--- src/axpc_pkg.sv ---
// shared types, constants and helpers of the alpha xor pixel compositor
package axpc_pkg;

  localparam int unsigned PixW     = 8;
  localparam logic [7:0]  PixMax   = 8'hff;
  localparam int unsigned DivSteps = 8;
  localparam int unsigned Lanes    = 3;

  typedef struct packed {
    logic [7:0] rem;
    logic [7:0] lo;
    logic [7:0] quo;
  } axpc_lane_t;

  typedef struct packed {
    logic                  valid;
    logic                  zero;
    logic                  sat;
    logic [7:0]            alpha;
    logic                  frame_end;
    axpc_lane_t [Lanes-1:0] lane;
  } axpc_div_t;

  typedef struct packed {
    logic [7:0] red;
    logic [7:0] green;
    logic [7:0] blue;
    logic [7:0] alpha;
    logic       frame_end;
  } axpc_pix_t;

  // rounded divide by 255 of t = x*y + 128
  function automatic logic [7:0] div255(input logic [15:0] t);
    logic [16:0] s;
    s = {1'b0, t} + {9'b0, t[15:8]};
    return s[15:8];
  endfunction

endpackage

--- src/axpc_front.sv ---
// front pipeline: weights, rounded products, alpha and dividend per channel
module axpc_front (
  input  logic                   clk,
  input  logic                   rst,
  input  logic                   en,
  input  logic                   in_valid,
  input  logic [7:0]             first_red,
  input  logic [7:0]             first_green,
  input  logic [7:0]             first_blue,
  input  logic [7:0]             first_alpha,
  input  logic [7:0]             second_red,
  input  logic [7:0]             second_green,
  input  logic [7:0]             second_blue,
  input  logic [7:0]             second_alpha,
  input  logic                   frame_end_in,
  output axpc_pkg::axpc_div_t    div_out
);

  logic [7:0] c1 [axpc_pkg::Lanes];
  logic [7:0] c2 [axpc_pkg::Lanes];

  // stage 1
  logic        s1_valid;
  logic        s1_frame;
  logic [7:0]  s1_w1;
  logic [7:0]  s1_w2;
  logic [15:0] s1_ta1;
  logic [15:0] s1_ta2;
  logic [15:0] s1_tc1 [axpc_pkg::Lanes];
  logic [15:0] s1_tc2 [axpc_pkg::Lanes];

  // stage 2
  logic        s2_valid;
  logic        s2_frame;
  logic [7:0]  s2_w1;
  logic [7:0]  s2_w2;
  logic [7:0]  s2_alpha;
  logic [7:0]  s2_mc1 [axpc_pkg::Lanes];
  logic [7:0]  s2_mc2 [axpc_pkg::Lanes];
  logic [8:0]  alpha_sum;

  // stage 3
  logic        s3_valid;
  logic        s3_frame;
  logic [7:0]  s3_alpha;
  logic [15:0] s3_p1 [axpc_pkg::Lanes];
  logic [15:0] s3_p2 [axpc_pkg::Lanes];

  // stage 4
  logic [16:0] num [axpc_pkg::Lanes];
  logic        over [axpc_pkg::Lanes];
  logic [15:0] dvd [axpc_pkg::Lanes];
  axpc_pkg::axpc_div_t s4, s4_next;

  assign c1[0] = first_red;
  assign c1[1] = first_green;
  assign c1[2] = first_blue;
  assign c2[0] = second_red;
  assign c2[1] = second_green;
  assign c2[2] = second_blue;

  always_ff @(posedge clk) begin
    if (rst) begin
      s1_valid <= 1'b0;
      s2_valid <= 1'b0;
      s3_valid <= 1'b0;
      s4.valid <= 1'b0;
    end else if (en) begin
      s1_valid <= in_valid;
      s2_valid <= s1_valid;
      s3_valid <= s2_valid;
      s4.valid <= s3_valid;
    end
  end

  always_ff @(posedge clk) begin
    if (en) begin
      s1_frame <= frame_end_in;
      s1_w1    <= axpc_pkg::PixMax - second_alpha;
      s1_w2    <= axpc_pkg::PixMax - first_alpha;
      s1_ta1   <= first_alpha * (axpc_pkg::PixMax - second_alpha) + 16'd128;
      s1_ta2   <= second_alpha * (axpc_pkg::PixMax - first_alpha) + 16'd128;
      for (int k = 0; k < axpc_pkg::Lanes; k++) begin
        s1_tc1[k] <= c1[k] * first_alpha + 16'd128;
        s1_tc2[k] <= c2[k] * second_alpha + 16'd128;
      end
    end
  end

  assign alpha_sum = {1'b0, axpc_pkg::div255(s1_ta1)} + {1'b0, axpc_pkg::div255(s1_ta2)};

  always_ff @(posedge clk) begin
    if (en) begin
      s2_frame <= s1_frame;
      s2_w1    <= s1_w1;
      s2_w2    <= s1_w2;
      s2_alpha <= alpha_sum[8] ? axpc_pkg::PixMax : alpha_sum[7:0];
      for (int k = 0; k < axpc_pkg::Lanes; k++) begin
        s2_mc1[k] <= axpc_pkg::div255(s1_tc1[k]);
        s2_mc2[k] <= axpc_pkg::div255(s1_tc2[k]);
      end
    end
  end

  always_ff @(posedge clk) begin
    if (en) begin
      s3_frame <= s2_frame;
      s3_alpha <= s2_alpha;
      for (int k = 0; k < axpc_pkg::Lanes; k++) begin
        s3_p1[k] <= s2_mc1[k] * s2_w1;
        s3_p2[k] <= s2_mc2[k] * s2_w2;
      end
    end
  end

  always_comb begin
    s4_next           = s4;
    s4_next.frame_end = s3_frame;
    s4_next.alpha     = s3_alpha;
    s4_next.zero      = (s3_alpha == 8'd0);
    s4_next.sat       = 1'b0;
    for (int k = 0; k < axpc_pkg::Lanes; k++) begin
      num[k]  = {1'b0, s3_p1[k]} + {1'b0, s3_p2[k]};
      over[k] = (num[k] >= {1'b0, s3_alpha, 8'd0});
      // quotient only computed when it fits in eight bits
      dvd[k]  = (over[k] || s4_next.zero) ? 16'd0 : num[k][15:0];
      s4_next.lane[k].rem = dvd[k][15:8];
      s4_next.lane[k].lo  = dvd[k][7:0];
      s4_next.lane[k].quo = 8'd0;
    end
  end

  // a saturated lane enters the chain with all quotient ones
  always_ff @(posedge clk) begin
    if (en) begin
      s4.frame_end <= s4_next.frame_end;
      s4.alpha     <= s4_next.alpha;
      s4.zero      <= s4_next.zero;
      s4.sat       <= 1'b0;
      for (int k = 0; k < axpc_pkg::Lanes; k++) begin
        s4.lane[k].rem <= s4_next.lane[k].rem;
        s4.lane[k].lo  <= s4_next.lane[k].lo;
        s4.lane[k].quo <= over[k] ? axpc_pkg::PixMax : 8'd0;
      end
    end
  end

  assign div_out = s4;

endmodule

--- src/axpc_div_cell.sv ---
// one restoring division step for all three colour lanes
module axpc_div_cell (
  input  logic                clk,
  input  logic                rst,
  input  logic                en,
  input  axpc_pkg::axpc_div_t d_in,
  output axpc_pkg::axpc_div_t d_out
);

  axpc_pkg::axpc_div_t d_reg, d_next;
  logic [8:0] trial [axpc_pkg::Lanes];
  logic [8:0] diff  [axpc_pkg::Lanes];
  logic       fit   [axpc_pkg::Lanes];
  logic       sat_l [axpc_pkg::Lanes];

  always_comb begin
    d_next = d_in;
    for (int k = 0; k < axpc_pkg::Lanes; k++) begin
      // a saturated lane enters with all quotient ones and a zero dividend
      sat_l[k] = (d_in.lane[k].quo == axpc_pkg::PixMax) &&
                 (d_in.lane[k].rem == 8'd0) && (d_in.lane[k].lo == 8'd0);
      trial[k] = {d_in.lane[k].rem, d_in.lane[k].lo[7]};
      diff[k]  = trial[k] - {1'b0, d_in.alpha};
      fit[k]   = (trial[k] >= {1'b0, d_in.alpha});
      d_next.lane[k].rem = fit[k] ? diff[k][7:0] : trial[k][7:0];
      d_next.lane[k].lo  = {d_in.lane[k].lo[6:0], 1'b0};
      d_next.lane[k].quo = sat_l[k] ? axpc_pkg::PixMax
                                    : {d_in.lane[k].quo[6:0], fit[k]};
    end
  end

  always_ff @(posedge clk) begin
    if (rst) begin
      d_reg.valid <= 1'b0;
    end else if (en) begin
      d_reg.valid <= d_next.valid;
    end
  end

  always_ff @(posedge clk) begin
    if (en) begin
      d_reg.zero      <= d_next.zero;
      d_reg.sat       <= d_next.sat;
      d_reg.alpha     <= d_next.alpha;
      d_reg.frame_end <= d_next.frame_end;
      d_reg.lane      <= d_next.lane;
    end
  end

  assign d_out = d_reg;

endmodule

--- src/axpc_out.sv ---
// result formatting and output register with skid stage
module axpc_out (
  input  logic                clk,
  input  logic                rst,
  input  axpc_pkg::axpc_div_t d_in,
  output logic                en,
  output logic                out_valid,
  input  logic                out_ready,
  output axpc_pkg::axpc_pix_t pix
);

  axpc_pkg::axpc_pix_t res, main_q, skid_q;
  logic main_valid;
  logic skid_valid;
  logic push;

  always_comb begin
    res.alpha     = d_in.alpha;
    res.frame_end = d_in.frame_end;
    res.red       = d_in.zero ? 8'd0 : d_in.lane[0].quo;
    res.green     = d_in.zero ? 8'd0 : d_in.lane[1].quo;
    res.blue      = d_in.zero ? 8'd0 : d_in.lane[2].quo;
  end

  assign en   = ~skid_valid;
  assign push = d_in.valid & ~skid_valid;

  always_ff @(posedge clk) begin
    if (rst) begin
      main_valid <= 1'b0;
      skid_valid <= 1'b0;
    end else if (!main_valid || out_ready) begin
      if (skid_valid) begin
        main_valid <= 1'b1;
        skid_valid <= 1'b0;
      end else begin
        main_valid <= push;
      end
    end else if (push) begin
      skid_valid <= 1'b1;
    end
  end

  always_ff @(posedge clk) begin
    if (!main_valid || out_ready) begin
      main_q <= skid_valid ? skid_q : res;
    end else if (push) begin
      skid_q <= res;
    end
  end

  assign out_valid = main_valid;
  assign pix       = main_q;

endmodule

--- src/alpha_xor_pixel_composite.sv ---
// top level of the porter-duff xor compositor for rgba8 pixel pairs
// throughput: one pixel pair per cycle while the output does not stall, set by the
// fully pipelined 8-cell divider chain
// a stalled output holds the pipeline; a skid stage keeps in_ready registered
// reset: synchronous, clears only the valid bits; data registers are not reset
module alpha_xor_pixel_composite (
  input  logic       clk,
  input  logic       rst,
  input  logic       in_valid,
  output logic       in_ready,
  input  logic [7:0] first_red,
  input  logic [7:0] first_green,
  input  logic [7:0] first_blue,
  input  logic [7:0] first_alpha,
  input  logic [7:0] second_red,
  input  logic [7:0] second_green,
  input  logic [7:0] second_blue,
  input  logic [7:0] second_alpha,
  input  logic       frame_end_in,
  output logic       out_valid,
  input  logic       out_ready,
  output logic [7:0] out_red,
  output logic [7:0] out_green,
  output logic [7:0] out_blue,
  output logic [7:0] out_alpha,
  output logic       frame_end_out
);

  logic en;
  axpc_pkg::axpc_div_t chain [axpc_pkg::DivSteps+1];
  axpc_pkg::axpc_pix_t pix;

  assign in_ready = en;

  axpc_front u_front (
    .clk          (clk),
    .rst          (rst),
    .en           (en),
    .in_valid     (in_valid),
    .first_red    (first_red),
    .first_green  (first_green),
    .first_blue   (first_blue),
    .first_alpha  (first_alpha),
    .second_red   (second_red),
    .second_green (second_green),
    .second_blue  (second_blue),
    .second_alpha (second_alpha),
    .frame_end_in (frame_end_in),
    .div_out      (chain[0])
  );

  for (genvar i = 0; i < axpc_pkg::DivSteps; i++) begin : g_cell
    axpc_div_cell u_cell (
      .clk   (clk),
      .rst   (rst),
      .en    (en),
      .d_in  (chain[i]),
      .d_out (chain[i+1])
    );
  end

  axpc_out u_out (
    .clk       (clk),
    .rst       (rst),
    .d_in      (chain[axpc_pkg::DivSteps]),
    .en        (en),
    .out_valid (out_valid),
    .out_ready (out_ready),
    .pix       (pix)
  );

  assign out_red       = pix.red;
  assign out_green     = pix.green;
  assign out_blue      = pix.blue;
  assign out_alpha     = pix.alpha;
  assign frame_end_out = pix.frame_end;

endmodule

--- config.mk ---
export PLATFORM = sky130hd
export DESIGN_NAME = alpha_xor_pixel_composite
export DESIGN_NICKNAME = d
export VERILOG_FILES = /design/src/axpc_pkg.sv /design/src/axpc_front.sv /design/src/axpc_div_cell.sv /design/src/axpc_out.sv /design/src/alpha_xor_pixel_composite.sv
export SDC_FILE = /design/constraint.sdc
export NUM_CORES = 2
export LEC_CHECK = 0
export ABC_AREA = 1
export BUFFER_PORTS_ARGS = -buffer_cell sky130_fd_sc_hd__buf_2
export CELL_PAD_IN_SITES_DETAIL_PLACEMENT = 0
export CELL_PAD_IN_SITES_GLOBAL_PLACEMENT = 2
export CORE_UTILIZATION = 42
export CTS_CLUSTER_SIZE = 14
export DETAILED_ROUTE_END_ITERATION = 8
export GPL_ROUTABILITY_DRIVEN = 1
export PLACE_DENSITY_LB_ADDON = 0.08
export SYNTH_ARGS = -nofsm -noshare
export SYNTH_HDL_FRONTEND = slang
export SYNTH_SLANG_ARGS = --single-unit
--- constraint.sdc ---
create_clock -name clk -period 34.7 [get_ports clk]
set_input_delay 8.675 -clock clk [delete_from_list [all_inputs] [get_ports clk]]
set_output_delay 8.675 -clock clk [all_outputs]
set_load 0.01 [all_outputs]
# Word level (Yosys, flattened, before mapping)
# Memory sizes are Yosys's and may differ from the RTL's.
# Index checks and enable logic that the tools add are counted.
# word_totals
register_bits	769
ram_bits	240
n_memories	6
# op_classes
addsub	45
multipliers	14
n_lt_le_gt_ge	27
n_eq_ne	24
muxes	30
bitwise_logic	3
reduce_logical	104
# mem_list
memory	words	word_bits	rd	rd_ports_with_merged_regs	wr	line	source
u_front.s1_tc1	3	16	3	0	3	axpc_front.sv:29	logic [15:0] s1_tc1 [axpc_pkg::Lanes];
u_front.s1_tc2	3	16	3	0	3	axpc_front.sv:30	logic [15:0] s1_tc2 [axpc_pkg::Lanes];
u_front.s3_p1	3	16	3	0	3	axpc_front.sv:46	logic [15:0] s3_p1 [axpc_pkg::Lanes];
u_front.s3_p2	3	16	3	0	3	axpc_front.sv:47	logic [15:0] s3_p2 [axpc_pkg::Lanes];
u_front.s2_mc1	3	8	3	0	3	axpc_front.sv:38	logic [7:0] s2_mc1 [axpc_pkg::Lanes];
u_front.s2_mc2	3	8	3	0	3	axpc_front.sv:39	logic [7:0] s2_mc2 [axpc_pkg::Lanes];
# op_table
cell	n
logical NOT 8 bit	49
>= comparator 9 x 8 -> 1 bit	24
2-to-1 mux 8 bit	27
equality test 8 bit (second input constant)	24
multiplier 8 x 8 -> 16 bit	12
subtractor 8 bit	21
adder 16 x 8 -> 16 bit	8
adder 16 x 8 -> 16 bit (second input constant)	8
adder 16 x 16 -> 17 bit	3
>= comparator 17 x 16 -> 1 bit	3
logical AND 1 bit	48
2-to-1 mux 33 bit	1
multiplier 8 x 16 -> 16 bit	2
subtractor 8 x 8 -> 9 bit (first input constant)	2
subtractor 8 bit (first input constant)	2
adder 8 x 8 -> 9 bit	1
logical OR 1 bit	4
2-to-1 mux 1 bit	2
NOT 1 bit	2
AND reduction 2 bit	1
OR reduction 2 bit	1
bitwise AND 1 bit	1
logical NOT 1 bit	1

# Logic depth before layout (Yosys ltp)
# logic_depth
word_depth	4
mapped_depth	25

# Hierarchy
# A second synthesis with hierarchy kept.
# hier_totals
hier_cells	9828
hier_area_um2	87111.0
# modules_own_cells
module	instances	cells_each	area_per_inst_um2
axpc_front	1	5909	49070.8
axpc_div_cell	8	460	4399.2
axpc_out	1	239	2846.5

# Worst setup path before layout
# No wires, ideal clock.
# synth_path
path_type	reg2out
from	reg u_out.skid_valid
to	out in_ready
arrival_time_ns	23.423
t_required_ns	26.025
setup_slack_ns	2.602
path_stages_with_launch	3
path_buffers	1
path_cell_list	dfxtp_1 -> inv_2 -> clkbuf_1
# synth_via
elab_chain_cells	1
# synth_rtl
element	line	source
from (decl)	axpc_out.sv:14	logic skid_valid;
from (signal assigned)	axpc_out.sv:31	skid_valid <= 1'b0;
from (signal assigned)	axpc_out.sv:35	skid_valid <= 1'b0;
from (signal assigned)	axpc_out.sv:40	skid_valid <= 1'b1;
NOT 1 bit	axpc_out.sv:25	assign en = ~skid_valid;
to (decl)	alpha_xor_pixel_composite.sv:10	output logic in_ready,
# No other way between the ends.

# Worst setup path in the final report
# layout_path
from	in first_alpha[3]
to	reg u_front.s1_ta1[15] (data pin)
# layout_via
elab_chain_cells	2
# layout_rtl
element	line	source
from (decl)	alpha_xor_pixel_composite.sv:14	input logic [7:0] first_alpha,
multiplier 8 x 16 -> 16 bit	axpc_front.sv:81	s1_ta1 <= first_alpha * (axpc_pkg::PixMax - second_alpha) + 16'd128;
adder 16 x 8 -> 16 bit	axpc_front.sv:81	
to (signal assigned)	axpc_front.sv:81	
to (decl)	axpc_front.sv:27	logic [15:0] s1_ta1;
# No other way between the ends.
# A chain may end at the register's enable or synchronous reset.

==> results.ini <==
[layout]
area_growth_pct=8.204
fin_util=0.4599
seq_area_um2=27640
multi_input_area_um2=40190
filler_cell_count=17570
nNetsFinal=9845
drive_gt1_frac=0.04555

[floorplan]
die-area_um2=183000
coreArea_um2=179200
io_pins=104
die_width_um=427.8
start_util=0.4250
die-height_um=427.8
fp-row-count=155

[yosys]
yosys.area.top_type=edfxtp_1
syn_inst=8461
synth-main-ff-cell=edfxtp_1
synth_common_cells=1918 x nand2_1, 1840 x inv_1, 911 x edfxtp_1
muxShareOfSynthArea=0
syn_nets=9923
ys_seq_area_frac=0.3629
yosysWarnings=0
synth-edff-count=911
synth_area_per_cell_um2=9.002
synthSimpleGateAreaFrac=0.1581
ys_top_cells_by_area=edfxtp_1 36%, fa_1 14%, ha_1 14%, nand2_1 9.5%, inv_1 9.1%
synth_compound_area_frac=0.05438
yosysMostFrequentCell=nand2_1
ys_seq_elements=925
synth_xor_area_frac=0.03335
synthAdderAreaFrac=0.2818
syn-cell-area_um2=76160
synth_cell_types=52
async_flop_share=0
synth_top_area_share=0.3592
synth_top_family_by_area=adder cells

[clocking]
root_buffer=clkbuf_16
clock_sinks=925
cts_tree=done
h-tree-depth=3
post_cts_resized=0
cts.path.max_buffers=3
cts_made_buffers=107
clock_latency_ns=0.77
cts_hold_buf=0
post_cts_buffers=0
cts.reportedPaths.clkPinSlew_ns=0.06

[global_route]
track_usage=0.2027
antenna_found_initial=3
grt_pass1_vias=53580
grt_max_degree=166
grt_pass1_wl_mm=295.8
overflow=0

[routing]
finalWirelength_mm=182.7
dr_total_vias=52190
drt-initial-drc-count=2656
wl_met1_mm=85.49
routedWlPerCell_um=16.87
drc_errors=0
route.met2.wl_mm=88.04
top_layer=met4
dr_wl_met3_mm=4.806
ant_nets=0
firstDrtPassIters=7
viasPerCell=4.817

[run_status]
status=completed

[worst_setup_path]
cpLargestDelayFamily=adder cells
rrSetupSlack_ns=30.03
critPathBufInv=4
max_stage_delay_ns=0.66
cp_slowest_cell=buf_2
crit_top_cell=fa_1
worstPathCellList=buf_2, clkinv_1, nor2_1, fa_1, fa_1, fa_1, inv_1, fa_1, inv_1, ha_1, a21oi_1, o21ai_0, a21oi_1, nor2_1, nand2_1, nand2_1, xor2_1
cp-start-kind=primary input
crit_arrival_ns=13.39
critPathRequiredTime_ns=35.21
crit_path_max_fanout=33
worstSetupPathType=in -> reg
cp-end-kind=flop

[placement]
routabilityCongestion=0.8419
io_buffers=103
place_hpwl_mm=144.7

[timing]
worst_slew_pin_slew_ns=1.073
final.setup_skew_ns=0.06409
fmax_ghz=0.07764
finalSetupTns_ns=0
max_slew_margin=0.2847
setup_violations=0
fin_crit_sh=0.3712
fin_crit_ns=12.88
slew_violations=0
rsz0062_at_grt=no
hold_viol=0

[hold_path]
hold_class=reg -> reg

[run]
cap_viol_max_count=0

==> worst register-to-register path: cells and delay by family, from the launching register on <==
family | cells | cell delay, ns
flops | 1 | 0.34
simple gates | 3 | 0.28
xor+xnor | 1 | 0.30
fa+ha+maj | 5 | 2.48
compound gates | 3 | 0.53
buf+inv | 5 | 0.53
==> area by class of cell <==
class / instances / share of cell area
Clock buffer: 123 / 0.03410
Inverter: 1860 / 0.08481
Multi-Input combinational cell: 5351 / 0.4877
Timing Repair Buffer: 138 / 0.009747
Tap cell: 2355 / 0.03575
Clock inverter: 78 / 0.01243
Antenna cell: 3 / 0.00009110
Sequential cell: 925 / 0.3354
==> per-stage QoR <==
step | cells | hold WS [ns] | area (um2) | setup slack [ns]
floorplan | 8461 | 0.4003 | 76160 | 2.602
global placement | 10630 | 0.4017 | 78570 | 21.04
detailed placement | 10630 | 0.4045 | 78570 | 21.02
CTS | 10830 | 0.3950 | 82400 | 21.88
global route | 10830 | 0.4004 | 82410 | 21.56
finish | 10830 | 0.3922 | 82410 | 21.82
==> worst paths after layout <==
check                      start                         end  cells past startpoint
max               first_alpha[3]          u_front.s1_ta1[15]                     17
min          u_front.div_out[82]  g_cell[0].u_cell.d_out[82]                      0
max reg2reg     u_front.s2_w2[7]        u_front.s3_p2[0][46]                     17
min reg2reg  u_front.div_out[82]  g_cell[0].u_cell.d_out[82]                      0
==> per-layer routing <==
metal | track usage | vias to the layer above
met4 | 0.05472 | 0
met5 | 0 | -
met1 | 0.2710 | 24810
met2 | 0.3498 | 629
met3 | 0.01954 | 191
li1 | - | 26560
==> sequential cells by signal, summed over array words and instances (netlist names), 16 cells and up <==
register	count
g_cell.u_cell.d_out	469
u_front.div_out	62
u_front.s1_ta1	16
u_front.s1_ta2	16
u_front.s1_tc1	48
u_front.s1_tc2	48
u_front.s2_mc1	24
u_front.s2_mc2	24
u_front.s3_p1	48
u_front.s3_p2	48
u_out.pix	33
u_out.skid_q	33
==> cell usage in the layout, fill, tap and decap left out, types with 103 or more instances in the layout <==
cell type  count
a21oi_1      379
buf_2        103
clkbuf_16    109
edfxtp_1     911
fa_1         537
ha_1         856
inv_1       1840
nand2_1     1918
nand3_1      235
nand4_1      106
nor2_1       465
o21ai_0      197
xnor2_1      121
xor2_1       169
==> cell families after synthesis <==
logic type	after synthesis
adders and majority gates	1393
and+or+nand+nor	2924
AOI/OAI and AO/OA	744
xor gates and xnor gates	290
buffers and inverters	2185
DFF	925
Power is left out: the tool's default activity adds up to more than one toggle a clock period on the data nets, which glitch-free logic cannot reach.
